--- config.mk ---
export PLATFORM = sky130hd
export DESIGN_NAME = control_error_metrics_core
export DESIGN_NICKNAME = d
export VERILOG_FILES = /design/src/cem_pkg.sv /design/src/control_error_metrics_core.sv /design/src/cem_div.sv /design/src/cem_sqrt.sv
export SDC_FILE = /design/constraint.sdc
export NUM_CORES = 2
export LEC_CHECK = 0
export ABC_AREA = 0
export BUFFER_PORTS_ARGS = -buffer_cell sky130_fd_sc_hd__buf_2
export CAP_MARGIN = 40
export CORE_ASPECT_RATIO = 1.75
export CORE_MARGIN = 8
export CORE_UTILIZATION = 30
export CTS_CLUSTER_SIZE = 12
export DETAILED_ROUTE_END_ITERATION = 8
export SLEW_MARGIN = 20
export SYNTH_ARGS = -nofsm -noshare
export SYNTH_HDL_FRONTEND = slang
export SYNTH_SLANG_ARGS = --single-unit
--- constraint.sdc ---
create_clock -name clk -period 10.4 [get_ports clk]
set_input_delay 0.52 -clock clk [delete_from_list [all_inputs] [get_ports clk]]
set_output_delay 0.52 -clock clk [all_outputs]
set_load 0.005 [all_outputs]
--- src/cem_pkg.sv ---
// Shared types and constants for the control error metrics block.
package cem_pkg;

	// Fixed field widths
	localparam int BAND_W  = 13;
	localparam int ANGLE_W = 8;
	localparam int TIME_W  = 32;
	localparam int SHARE_W = 14;
	localparam int CFG_IDX_W = 2;
	localparam int CFG_DATA_W = 13;

	// Share scale: hundredths of a percent
	localparam logic [SHARE_W-1:0] SHARE_SCALE = 14'd10000;

	// Configuration register indexes
	localparam logic [CFG_IDX_W-1:0] CFG_STABLE_BAND      = 2'd0;
	localparam logic [CFG_IDX_W-1:0] CFG_CENTER_ANGLE     = 2'd1;
	localparam logic [CFG_IDX_W-1:0] CFG_SATURATION_DELTA = 2'd2;

	localparam logic [BAND_W-1:0]  BAND_RESET   = 13'd16;
	localparam logic [ANGLE_W-1:0] CENTER_RESET = 8'd90;
	localparam logic [ANGLE_W-1:0] DELTA_RESET  = 8'd45;

	// Input action codes
	localparam logic ACT_RECORD = 1'b0;
	localparam logic ACT_CLEAR  = 1'b1;

	// Sequencer states
	typedef enum logic [3:0] {
		ST_IDLE,
		ST_ERR,
		ST_SQR,
		ST_ACC,
		ST_SUM_GO,
		ST_SUM_WAIT,
		ST_SHR_GO,
		ST_SHR_WAIT,
		ST_DONE
	} cem_state_t;

	// Sequencer decodes
	typedef struct packed {
		logic in_take;
		logic err_load;
		logic sq_load;
		logic acc_load;
		logic num_load;
		logic div_start;
		logic div_shr;
		logic sqrt_start;
		logic out_load;
	} cem_ctrl_t;

endpackage

--- src/control_error_metrics_core.sv ---
// Top level: control loop error metrics with shared iterative divider and root unit.
// Throughput: one item at a time; in_stall is high until the result is handed to the output
//   register; for a record that follows the two passes through the shared divider (sum/count,
//   then share), while a clear skips the divider. in_stall also stays high while a result
//   waits on out_stall.
// Reset: arst_n clears all metrics and restores the registers to band 16, center 90, delta 45.
module control_error_metrics_core
	import cem_pkg::*;
#(
	parameter int DIST_BITS  = 13,
	parameter int COUNT_BITS = 32
) (
	input  logic                  clk,
	input  logic                  arst_n,

	// configuration write channel
	input  logic                  cfg_valid,
	output logic                  cfg_ready,
	input  logic [CFG_IDX_W-1:0]  cfg_index,
	input  logic [CFG_DATA_W-1:0] cfg_data,

	// sample input channel
	input  logic                  in_valid,
	output logic                  in_stall,
	input  logic                  action,
	input  logic [DIST_BITS-1:0]  target_distance,
	input  logic [DIST_BITS-1:0]  measured_distance,
	input  logic [ANGLE_W-1:0]    servo_angle,
	input  logic [TIME_W-1:0]     time_ms,

	// metrics output channel
	output logic                  out_valid,
	input  logic                  out_stall,
	output logic [COUNT_BITS-1:0] sample_count,
	output logic [DIST_BITS-1:0]  rms_error,
	output logic [DIST_BITS-1:0]  max_abs_error,
	output logic [SHARE_W-1:0]    saturation_share,
	output logic                  is_settled,
	output logic [TIME_W-1:0]     settling_time
);

	// Derived widths
	localparam int SUM_W  = 2 * DIST_BITS + COUNT_BITS;
	// sum/count never exceeds 2^(2*DIST_BITS+1), even once the sample count saturates,
	// so the divider only has to produce that many quotient bits.
	localparam int LOW_W  = 2 * DIST_BITS + 1;
	localparam int IT_W   = $clog2(LOW_W + 1);
	localparam int RT_W   = DIST_BITS + 1;
	localparam int NUM_W  = COUNT_BITS + SHARE_W;
	localparam int CMP_W  = (DIST_BITS > BAND_W) ? DIST_BITS : BAND_W;

	// Configuration registers
	logic [BAND_W-1:0]  band_q;
	logic [ANGLE_W-1:0] center_q;
	logic [ANGLE_W-1:0] delta_q;

	// Captured transaction
	logic                 act_q;
	logic [DIST_BITS-1:0] tgt_q;
	logic [DIST_BITS-1:0] meas_q;
	logic [ANGLE_W-1:0]   ang_q;
	logic [TIME_W-1:0]    time_q;

	// Per-item intermediates
	logic [DIST_BITS-1:0]   err_q;
	logic                   sat_hit_q;
	logic [2*DIST_BITS-1:0] sq_q;
	logic [NUM_W-1:0]       num_q;

	// Metric state
	logic [SUM_W-1:0]      sum_q;
	logic [DIST_BITS-1:0]  largest_q;
	logic                  settled_q;
	logic [TIME_W-1:0]     settle_time_q;
	logic [COUNT_BITS-1:0] sat_cnt_q;
	logic [COUNT_BITS-1:0] cnt_q;

	// Output register
	logic                  out_valid_q;
	logic [COUNT_BITS-1:0] out_count_q;
	logic [DIST_BITS-1:0]  out_rms_q;
	logic [DIST_BITS-1:0]  out_max_q;
	logic [SHARE_W-1:0]    out_share_q;
	logic                  out_settled_q;
	logic [TIME_W-1:0]     out_time_q;

	cem_state_t state_q, state_d;
	cem_ctrl_t  ctl;

	logic                  cnt_nz;
	logic                  div_busy;
	logic [LOW_W-1:0]      div_quo;
	logic [COUNT_BITS-1:0] div_rem_init;
	logic [LOW_W-1:0]      div_low_init;
	logic [IT_W-1:0]       div_iters;
	logic                  sqrt_busy;
	logic [RT_W-1:0]       sqrt_root;
	logic                  out_free;

	logic [DIST_BITS-1:0] err_d;
	logic [ANGLE_W-1:0]   dev_d;
	logic [SUM_W:0]       sum_add;

	assign cnt_nz   = (cnt_q != '0);
	assign out_free = !out_valid_q || !out_stall;

	// ------------------------------------------------------------------
	// Configuration: always ready and unchecked by the block, so the host must write only while the block idles
	// ------------------------------------------------------------------
	assign cfg_ready = 1'b1;

	always_ff @(posedge clk or negedge arst_n) begin
		if (!arst_n) begin
			band_q   <= BAND_RESET;
			center_q <= CENTER_RESET;
			delta_q  <= DELTA_RESET;
		end else if (cfg_valid && cfg_ready) begin
			case (cfg_index)
				CFG_STABLE_BAND:      band_q   <= cfg_data[BAND_W-1:0];
				CFG_CENTER_ANGLE:     center_q <= cfg_data[ANGLE_W-1:0];
				CFG_SATURATION_DELTA: delta_q  <= cfg_data[ANGLE_W-1:0];
				default: ;  // index beyond the register list is dropped
			endcase
		end
	end

	// ------------------------------------------------------------------
	// Sequencer
	// ------------------------------------------------------------------
	always_ff @(posedge clk or negedge arst_n) begin
		if (!arst_n) begin
			state_q <= ST_IDLE;
		end else begin
			state_q <= state_d;
		end
	end

	always_comb begin
		state_d = state_q;
		case (state_q)
			ST_IDLE:     if (in_valid) state_d = ST_ERR;
			ST_ERR:      state_d = ST_SQR;
			ST_SQR:      state_d = ST_ACC;
			ST_ACC:      state_d = ST_SUM_GO;
			ST_SUM_GO:   state_d = cnt_nz ? ST_SUM_WAIT : ST_DONE;
			ST_SUM_WAIT: if (!div_busy) state_d = ST_SHR_GO;
			ST_SHR_GO:   state_d = ST_SHR_WAIT;
			ST_SHR_WAIT: if (!div_busy && !sqrt_busy) state_d = ST_DONE;
			ST_DONE:     if (out_free) state_d = ST_IDLE;
			default:     state_d = ST_IDLE;
		endcase
	end

	always_comb begin
		ctl = '0;
		case (state_q)
			ST_IDLE:   ctl.in_take = in_valid;
			ST_ERR:    ctl.err_load = 1'b1;
			ST_SQR:    ctl.sq_load = 1'b1;
			ST_ACC:    ctl.acc_load = 1'b1;
			ST_SUM_GO: begin
				ctl.num_load  = 1'b1;
				ctl.div_start = cnt_nz;
			end
			ST_SHR_GO: begin
				ctl.div_start  = 1'b1;
				ctl.div_shr    = 1'b1;
				ctl.sqrt_start = 1'b1;
			end
			ST_DONE:   ctl.out_load = out_free;
			default:   ctl = '0;
		endcase
	end

	assign in_stall = (state_q != ST_IDLE);

	// ------------------------------------------------------------------
	// Capture and per-sample update
	// ------------------------------------------------------------------
	assign err_d = (tgt_q >= meas_q) ? (tgt_q - meas_q) : (meas_q - tgt_q);
	assign dev_d = (ang_q >= center_q) ? (ang_q - center_q) : (center_q - ang_q);
	assign sum_add = {1'b0, sum_q} + (SUM_W + 1)'(sq_q);

	always_ff @(posedge clk) begin
		if (ctl.in_take) begin
			act_q  <= action;
			tgt_q  <= target_distance;
			meas_q <= measured_distance;
			ang_q  <= servo_angle;
			time_q <= time_ms;
		end
		if (ctl.err_load) begin
			err_q     <= err_d;
			sat_hit_q <= (dev_d >= delta_q);
		end
		if (ctl.sq_load) begin
			sq_q <= (2 * DIST_BITS)'(err_q) * (2 * DIST_BITS)'(err_q);
		end
		// saturated count times 10000; registered before it feeds the divider
		if (ctl.num_load) begin
			num_q <= NUM_W'(sat_cnt_q) * NUM_W'(SHARE_SCALE);
		end
	end

	always_ff @(posedge clk or negedge arst_n) begin
		if (!arst_n) begin
			sum_q         <= '0;
			largest_q     <= '0;
			settled_q     <= 1'b0;
			settle_time_q <= '0;
			sat_cnt_q     <= '0;
			cnt_q         <= '0;
		end else if (ctl.acc_load) begin
			if (act_q == ACT_CLEAR) begin
				sum_q         <= '0;
				largest_q     <= '0;
				settled_q     <= 1'b0;
				settle_time_q <= '0;
				sat_cnt_q     <= '0;
				cnt_q         <= '0;
			end else begin
				// saturating sum: carry out means past the all-ones limit
				sum_q <= sum_add[SUM_W] ? '1 : sum_add[SUM_W-1:0];
				if (err_q > largest_q) largest_q <= err_q;
				if (!settled_q && (CMP_W'(err_q) <= CMP_W'(band_q))) begin
					settled_q     <= 1'b1;
					settle_time_q <= time_q;
				end
				if (sat_hit_q && (sat_cnt_q != '1)) sat_cnt_q <= sat_cnt_q + COUNT_BITS'(1);
				if (cnt_q != '1) cnt_q <= cnt_q + COUNT_BITS'(1);
			end
		end
	end

	// ------------------------------------------------------------------
	// Shared divider: first sum/count, then saturated*10000/count.
	// Remainder preloads with the dividend's upper bits, which are known to
	// be below the divisor, so only the live quotient bits are iterated.
	// ------------------------------------------------------------------
	always_comb begin
		if (ctl.div_shr) begin
			div_rem_init = num_q[NUM_W-1:SHARE_W];
			div_low_init = {num_q[SHARE_W-1:0], {(LOW_W - SHARE_W){1'b0}}};
			div_iters    = IT_W'(SHARE_W);
		end else begin
			div_rem_init = COUNT_BITS'(sum_q[SUM_W-1:LOW_W]);
			div_low_init = sum_q[LOW_W-1:0];
			div_iters    = IT_W'(LOW_W);
		end
	end

	cem_div #(
		.C_W   (COUNT_BITS),
		.LOW_W (LOW_W),
		.IT_W  (IT_W)
	) u_div (
		.clk      (clk),
		.arst_n   (arst_n),
		.start    (ctl.div_start),
		.rem_init (div_rem_init),
		.low_init (div_low_init),
		.iters    (div_iters),
		.divisor  (cnt_q),
		.busy     (div_busy),
		.quo      (div_quo)
	);

	// Root of the mean square runs alongside the share division; it latches
	// the mean quotient at the same edge the divider restarts.
	cem_sqrt #(
		.RT_W (RT_W)
	) u_sqrt (
		.clk      (clk),
		.arst_n   (arst_n),
		.start    (ctl.sqrt_start),
		.radicand ({1'b0, div_quo}),
		.busy     (sqrt_busy),
		.root     (sqrt_root)
	);

	// ------------------------------------------------------------------
	// Output register: frees the sequencer while a result waits downstream
	// ------------------------------------------------------------------
	always_ff @(posedge clk or negedge arst_n) begin
		if (!arst_n) begin
			out_valid_q <= 1'b0;
		end else if (ctl.out_load) begin
			out_valid_q <= 1'b1;
		end else if (!out_stall) begin
			out_valid_q <= 1'b0;
		end
	end

	always_ff @(posedge clk) begin
		if (ctl.out_load) begin
			out_count_q   <= cnt_q;
			out_rms_q     <= cnt_nz ? sqrt_root[DIST_BITS-1:0] : '0;
			out_max_q     <= cnt_nz ? largest_q : '0;
			out_share_q   <= cnt_nz ? div_quo[SHARE_W-1:0] : '0;
			out_settled_q <= settled_q;
			out_time_q    <= settled_q ? settle_time_q : '0;
		end
	end

	assign out_valid        = out_valid_q;
	assign sample_count     = out_count_q;
	assign rms_error        = out_rms_q;
	assign max_abs_error    = out_max_q;
	assign saturation_share = out_share_q;
	assign is_settled       = out_settled_q;
	assign settling_time    = out_time_q;

endmodule

--- src/cem_div.sv ---
// Iterative restoring divider, one quotient bit per cycle, preloaded remainder.
module cem_div
	import cem_pkg::*;
#(
	parameter int C_W   = 32,
	parameter int LOW_W = 27,
	parameter int IT_W  = 5
) (
	input  logic             clk,
	input  logic             arst_n,
	input  logic             start,
	input  logic [C_W-1:0]   rem_init,
	input  logic [LOW_W-1:0] low_init,
	input  logic [IT_W-1:0]  iters,
	input  logic [C_W-1:0]   divisor,
	output logic             busy,
	output logic [LOW_W-1:0] quo
);

	logic             busy_q;
	logic [IT_W-1:0]  cnt_q;
	logic [C_W-1:0]   rem_q;
	logic [LOW_W-1:0] low_q;
	logic [LOW_W-1:0] quo_q;
	logic [C_W-1:0]   dvs_q;

	logic [C_W:0] trial;
	logic [C_W:0] diff;
	logic         ge;

	assign trial = {rem_q, low_q[LOW_W-1]};
	assign ge    = trial >= {1'b0, dvs_q};
	assign diff  = trial - {1'b0, dvs_q};

	always_ff @(posedge clk or negedge arst_n) begin
		if (!arst_n) begin
			busy_q <= 1'b0;
			cnt_q  <= '0;
		end else if (start) begin
			busy_q <= (iters != '0);
			cnt_q  <= iters;
		end else if (busy_q) begin
			cnt_q  <= cnt_q - IT_W'(1);
			busy_q <= (cnt_q != IT_W'(1));
		end
	end

	always_ff @(posedge clk) begin
		if (start) begin
			rem_q <= rem_init;
			low_q <= low_init;
			quo_q <= '0;
			dvs_q <= divisor;
		end else if (busy_q) begin
			rem_q <= ge ? diff[C_W-1:0] : trial[C_W-1:0];
			low_q <= {low_q[LOW_W-2:0], 1'b0};
			quo_q <= {quo_q[LOW_W-2:0], ge};
		end
	end

	assign busy = busy_q;
	assign quo  = quo_q;

endmodule

--- src/cem_sqrt.sv ---
// Iterative integer square root, one root bit per cycle.
module cem_sqrt
	import cem_pkg::*;
#(
	parameter int RT_W = 14
) (
	input  logic              clk,
	input  logic              arst_n,
	input  logic              start,
	input  logic [2*RT_W-1:0] radicand,
	output logic              busy,
	output logic [RT_W-1:0]   root
);

	localparam int REM_W = RT_W + 2;
	localparam int CNT_W = $clog2(RT_W + 1);

	logic              busy_q;
	logic [CNT_W-1:0]  cnt_q;
	logic [2*RT_W-1:0] v_q;
	logic [REM_W-1:0]  rem_q;
	logic [RT_W-1:0]   root_q;

	logic [REM_W+1:0] rem2;
	logic [REM_W+1:0] trial;
	logic [REM_W+1:0] diff;
	logic             ge;

	assign rem2  = {rem_q, v_q[2*RT_W-1 -: 2]};
	assign trial = (REM_W + 2)'({root_q, 2'b01});
	assign ge    = rem2 >= trial;
	assign diff  = rem2 - trial;

	always_ff @(posedge clk or negedge arst_n) begin
		if (!arst_n) begin
			busy_q <= 1'b0;
			cnt_q  <= '0;
		end else if (start) begin
			busy_q <= 1'b1;
			cnt_q  <= CNT_W'(RT_W);
		end else if (busy_q) begin
			cnt_q  <= cnt_q - CNT_W'(1);
			busy_q <= (cnt_q != CNT_W'(1));
		end
	end

	always_ff @(posedge clk) begin
		if (start) begin
			v_q    <= radicand;
			rem_q  <= '0;
			root_q <= '0;
		end else if (busy_q) begin
			v_q    <= {v_q[2*RT_W-3:0], 2'b00};
			rem_q  <= ge ? diff[REM_W-1:0] : rem2[REM_W-1:0];
			root_q <= {root_q[RT_W-2:0], ge};
		end
	end

	assign busy = busy_q;
	assign root = root_q;

endmodule

* Yosys cells after proc, flatten, opt, wreduce, memory -nomap -nowiden
Index checks and enable logic that the tools add are counted.
Widths: inputs -> output; s select.
** Word-level totals
- Register bits after elaboration :: 643
- Input bits :: 87
- Word-level logic and storage cells :: 154
** Cells by class
- $add $sub $neg :: 11
- Multiply operators :: 2
- Order comparisons :: 7
- Eq/ne operators :: 19
- Mux-type cells :: 49
- Reductions and logical operators :: 28
** Operators with widths (count)
- $mux 32 :: 10
- $mux 27 :: 5
- $mux 58 :: 2
- $add 32x1->32 const B :: 2
- $ne 32x32->1 const B :: 2
- $add 58x26->59 :: 1
- $mul 32x10->42 const B :: 1
- $mux 13 :: 3
- $pmux 4 s9 :: 1
- $ge 33x32->1 :: 1
- $reduce_bool 32->1 :: 1
- $sub 32x32->32 :: 1
- $mux 4 :: 7
- $mul 13x13->26 :: 1
- $sub 13x13->13 :: 2
- $ge 18x16->1 :: 1
- $eq 4x3->1 const B :: 4
- $ge 8x8->1 :: 2
- $mux 16 :: 1
- $sub 16x16->16 :: 1
- $sub 8x8->8 :: 2
- $mux 5 :: 3
- $mux 1 :: 14
- $reduce_and 2->1 :: 7
- 26 further kinds :: 41

* Longest topological paths before layout
- Word-level depth :: 5
- Mapped depth :: 25
- Mapped depth without buffers :: 24

* Modules after synthesis
A second synthesis with hierarchy kept.
** Unflattened totals
- Cell total of the unflattened synthesis :: 4115
- Area total of the unflattened synthesis :: 42829.8 sq um
** Modules (own cells, without submodules)
- control_error_metrics_core :: instances 1, cells each 3087, area each 32097.0 sq um, sequential area each 12663.4 sq um
- cem_div :: instances 1, cells each 667, area each 7110.6 sq um, sequential area each 3423.3 sq um
- cem_sqrt :: instances 1, cells each 361, area each 3622.2 sq um, sequential area each 1566.5 sq um

* Worst setup path before layout
OpenSTA, ideal clock, no wires.
- Path type :: reg-to-reg
- Start point :: register state_q[1]
- End point :: register out_settled_q (netlist: is_settled), enable pin
- Setup time :: 603 ps
- Arrival time :: 5951 ps
- Required time :: 9797 ps
- Path slack :: 3846 ps
- Stages on the path, launching flop included :: 5
- Path through :: dfrtp_1 > clkbuf_1 > nor2_1 > nand3b_1 > a21oi_1
** RTL lines
- start, declared :: line control_error_metrics_core.sv:87 : cem_state_t state_q, state_d;
- start signal, assigned :: line control_error_metrics_core.sv:134 : state_q <= state_d;
- end signal, assigned :: line control_error_metrics_core.sv:300 : out_settled_q <= settled_q;
- end, declared :: line control_error_metrics_core.sv:84 : logic out_settled_q;

* Final worst setup path
- Start point :: register err_q[9]
- End point :: register sq_q[25], data pin
** Between the ends
- Longest elaborated chain between the ends :: 1
** Ends and longest elaborated chain
- start, declared :: line control_error_metrics_core.sv:65 : logic [DIST_BITS-1:0] err_q;
- start signal, assigned :: line control_error_metrics_core.sv:193 : err_q <= err_d;
- $mul 13x13->26 :: line control_error_metrics_core.sv:197 : sq_q <= (2 * DIST_BITS)'(err_q) * (2 * DIST_BITS)'(err_q);
- end signal, assigned :: line control_error_metrics_core.sv:197
- end, declared :: line control_error_metrics_core.sv:67 : logic [2*DIST_BITS-1:0] sq_q;
No other way between the ends.
A chain may end at the register's enable or synchronous reset.

==> impl_metrics.csv <==
group,metric,value,unit
sta,fin_setup_tns,0,ps
power_and_ir_drop,p_int,9.80,mW
clock_tree,cts_buffers,73,
power_and_ir_drop,p_leak,22.1,nW
clock_tree,clk_pin_slew,60,ps
layout,multi_input_area,21100,sq um
setup_path,cp_data_required_time,10800,ps
grt,grt_max_degree,79,
synth,synth_edf_count,371,
sta,period_share,0.635,
detailed_routing,wl_per_cell,15.5,microns
place,numPortBuffers,193,
setup_path,reg2reg_depth,24,
power_and_ir_drop,p_sw,7.31,mW
sta,tightestPinTransition,977,ps
detailed_routing,drtPass1Iterations,7,
clock_tree,cts.sinks,642,
sta,drv_slew,0,
power_and_ir_drop,p_sw_frac,0.427,
power_and_ir_drop,ir_drop,483,uV
run,cap_viol_max_count,0,
floorplanning,fp.dieH,508,microns
floorplanning,dieArea,151000,sq um
floorplanning,core_area,137000,sq um
layout,regArea,17600,sq um
sta,rsz0062_at_grt,"false",
layout,areaGrowthSynthToFinish,14.6,%
floorplanning,rows,180,
detailed_routing,drt_iter0_markers,1155,
floorplanning,start_util,0.302,
grt,grt_use_total,0.125,
clock_tree,cts_tree,"done",
floorplanning,io_pins,195,
synth,ys_seq_area_frac,0.425,
layout,layout-drive-gt1-share,0.0981,
power_and_ir_drop,pwr_density_cell,360,nW/um^2
synth,yosysWarnings,0,
layout,nFillCells,13853,
setup_path,cp-start-kind,"register",
sta,maxSlewHeadroom,0.340,
setup_path,end_kind,"register",
setup_path,cp_max_fo,12,
floorplanning,die_w,297,microns
place,hpwl,71.4,mm
setup_path,path_class,"reg2reg",
power_and_ir_drop,p_comb_frac,0.599,
grt,antenna_found_initial,2,
detailed_routing,detail-route-antenna-nets,0,
worst_hold_path,holdPathStages,1,
synth,synth-seq-cells,642,
grt,grt_pass1_vias,30440,
sta,post-route-min-period,6610,ps
place,gp_congestion,0.830,
synth,ys_types,97,
clock_tree,clockBufferDepth,3,
synth,syn_inst,4039,
clock_tree,clk_latency,650,ps
synth,syn_avg_cell_area,10.3,sq um
synth,ys.flop_type,"edfxtp_1",
sta,fmax,0.151,GHz
detailed_routing,vias,28763,
clock_tree,cts_root_buf,"clkbuf_16",
outcome,status,"completed",
grt,grt_overflow,0,
sta,worst_hold_slack,67.1,ps
power_and_ir_drop,seq_power_share,0.256,
clock_tree,h-tree-depth,3,
synth,async_reset_ff_frac,0.332,
synth,postSynthNetCount,4683,
sta,hold_violations,0,
detailed_routing,wirelength,95.5,mm
detailed_routing,viasPerCell,4.67,
worst_hold_path,hold_class,"in2reg",
detailed_routing,drc_errors,0,
setup_path,worstPathArrival,7010,ps
sta,setup_viol,0,
layout,nNetsFinal,4919,
clock_tree,post-cts-setup-buffer-count,0,
synth,netlist_area,41500,sq um
sta,skew,23.9,ps
power_and_ir_drop,p_clk_frac,0.145,
grt,grt_pass1_wl,156,mm
-- area by class of cell --
cell class	instances	area share
multi-input cells	2650	0.444
flip-flops and latches	642	0.371
inverters	615	0.0485
well taps	1820	0.0479
clock buffers	110	0.0441
repair buffers	293	0.0408
clock inverters	23	0.00387
diodes	2	0.000105
-- layout by cell type, fill, tap and decap left out, types with 13 or more instances in the layout --
master,synthesis,layout
dfrtp_1,204,202
dfxtp_1,58,58
fa_1,187,187
or3_1,19,18
nand4_1,37,37
and2_1,77,76
buf_2,11,192
nor3_1,51,48
a211oi_1,15,15
dlygate4sd3_1,0,62
nand2b_1,33,33
ha_1,370,370
clkbuf_1,108,26
a22oi_1,36,36
mux2_2,24,24
buf_4,1,32
and4_1,14,14
nand3_1,52,52
mux2i_1,80,80
a21o_1,79,79
a21oi_1,190,189
inv_1,614,614
o21ai_0,169,169
o31ai_1,23,23
a22o_1,46,46
nand2_1,344,343
and3_1,30,29
xor2_1,61,61
xnor2_1,137,137
edfxtp_1,371,371
a31oi_1,34,34
o21bai_1,13,13
o21a_1,24,24
nor2b_1,48,47
nor2_1,292,288
clkbuf_16,0,75
-- worst max-delay path: stages (launching register included) --
cell and delay (ps):
edfxtp_1 660, inv_1 240, nor2_1 260, inv_1 90, fa_1 510, inv_1 50, fa_1 480, inv_1 60
fa_1 530, inv_1 60, fa_1 520, inv_1 50, fa_1 530, inv_1 40, ha_1 340, nand3_1 120
nor2_1 60, o21a_1 100, a41oi_1 270, nor4b_2 330, o31ai_1 160, or4_1 430, a31o_2 240, a21oi_1 160
xnor2_1 80
-- timing repair --
action                                 in CTS  in global routing
hold buffers                               62                  0
endpoints found under the hold margin     116                  0
gates resized for setup                     0                  0
-- cell families after synthesis --
family          count (synthesis)  synth area share
compound gates                744             0.118
xor+xnor                      198            0.0418
fa+ha+maj                     557             0.202
buf+inv                       747            0.0684
flops                         642             0.425
mux                           104            0.0258
other cells                     1         0.0000904
simple gates                 1046             0.119
-- power by group through the flow --
stage	Sequential [mW]	Clock [mW]	Combinational, mW
floorplan	4.31	0	8.77
global placement	4.44	0	10.0
detailed placement	4.43	0	10.3
CTS	4.39	2.58	10.4
global route	4.47	2.66	11.8
finish	4.39	2.48	10.2
-- through the flow --
step / power, mW / instances / cell area (sq um) / setup WS, ps / util
after floorplan: 13.1 / 4039 / 41500 / 3850 / -
after global placement: 14.4 / 5952 / 44600 / 3760 / 0.324
after detailed placement: 14.7 / 5956 / 44600 / 3730 / 0.325
after CTS: 17.4 / 6151 / 47500 / 3710 / 0.346
after global routing: 18.9 / 6154 / 47600 / 3390 / 0.346
final: 17.1 / 6155 / 47600 / 3790 / 0.346
-- path summary, 6_finish.rpt --
check / start / end / slack, ps
max: err_q[9] / sq_q[25] / 3790
min: servo_angle[0] / ang_q[0] / 70
max reg2reg: err_q[9] / sq_q[25] / 3790
min reg2reg: time_q[14] / settle_time_q[14] / 450
max in group asynchronous: arst_n / sum_q[2] / 8330
min in group asynchronous: arst_n / sat_cnt_q[29] / 380
-- state kept, by name (all words and copies together), names as in the netlist, 32 cells and up --
| name | cells |
|---|---|
| num_q | 42 |
| settling_time | 32 |
| sample_count | 32 |
| time_q | 32 |
| sat_cnt_q | 32 |
| cnt_q | 32 |
| u_div.rem_q | 32 |
| sum_q | 58 |
| settle_time_q | 32 |
| u_div.dvs_q | 32 |
-- per-layer routing --
metal | GRT usage | vias to the layer above | part of all wire
li1 | - | 14177 | -
met1 | 0.136 | 13893 | 0.40
met2 | 0.239 | 523 | 0.53
met3 | 0.0190 | 170 | 0.035
met4 | 0.0539 | 0 | 0.035
met5 | 0 | - | 0
-- synth_stat cells, drive strengths merged, types with 6 or more instances --
cell / number / area (sq um)
a21o: 79 / 593
and4: 14 / 123
o22ai: 6 / 37.5
nor2b: 48 / 300
dfxtp: 58 / 1160
a311oi: 9 / 78.8
nand3: 52 / 260
and2: 78 / 488
ha: 370 / 4630
nor2: 292 / 1100
a21boi: 11 / 82.6
a22o: 46 / 403
nand2b: 33 / 206
o211ai: 8 / 65.1
fa: 187 / 3740
o21a: 24 / 180
o21bai: 13 / 97.6
nor4b: 7 / 67.6
or2: 12 / 75.1
mux2i: 80 / 801
a22oi: 36 / 270
nand4: 37 / 231
a31oi: 36 / 246
edfxtp: 371 / 11100
or3: 20 / 130
nand2: 344 / 1290
o21ai: 174 / 871
xnor2: 137 / 1200
o31ai: 24 / 185
dfstp: 9 / 236
nor4: 11 / 68.8
buf: 24 / 123
o41ai: 6 / 60.1
nor3: 55 / 295
a221oi: 6 / 58.8
clkbuf: 108 / 405
xor2: 61 / 534
mux2: 24 / 270
a41oi: 6 / 60.1
inv: 614 / 2300
and3: 30 / 188
a21oi: 192 / 968
dfrtp: 204 / 5100
a211oi: 16 / 125
No activity file was read; power rests on OpenSTA's default activity.
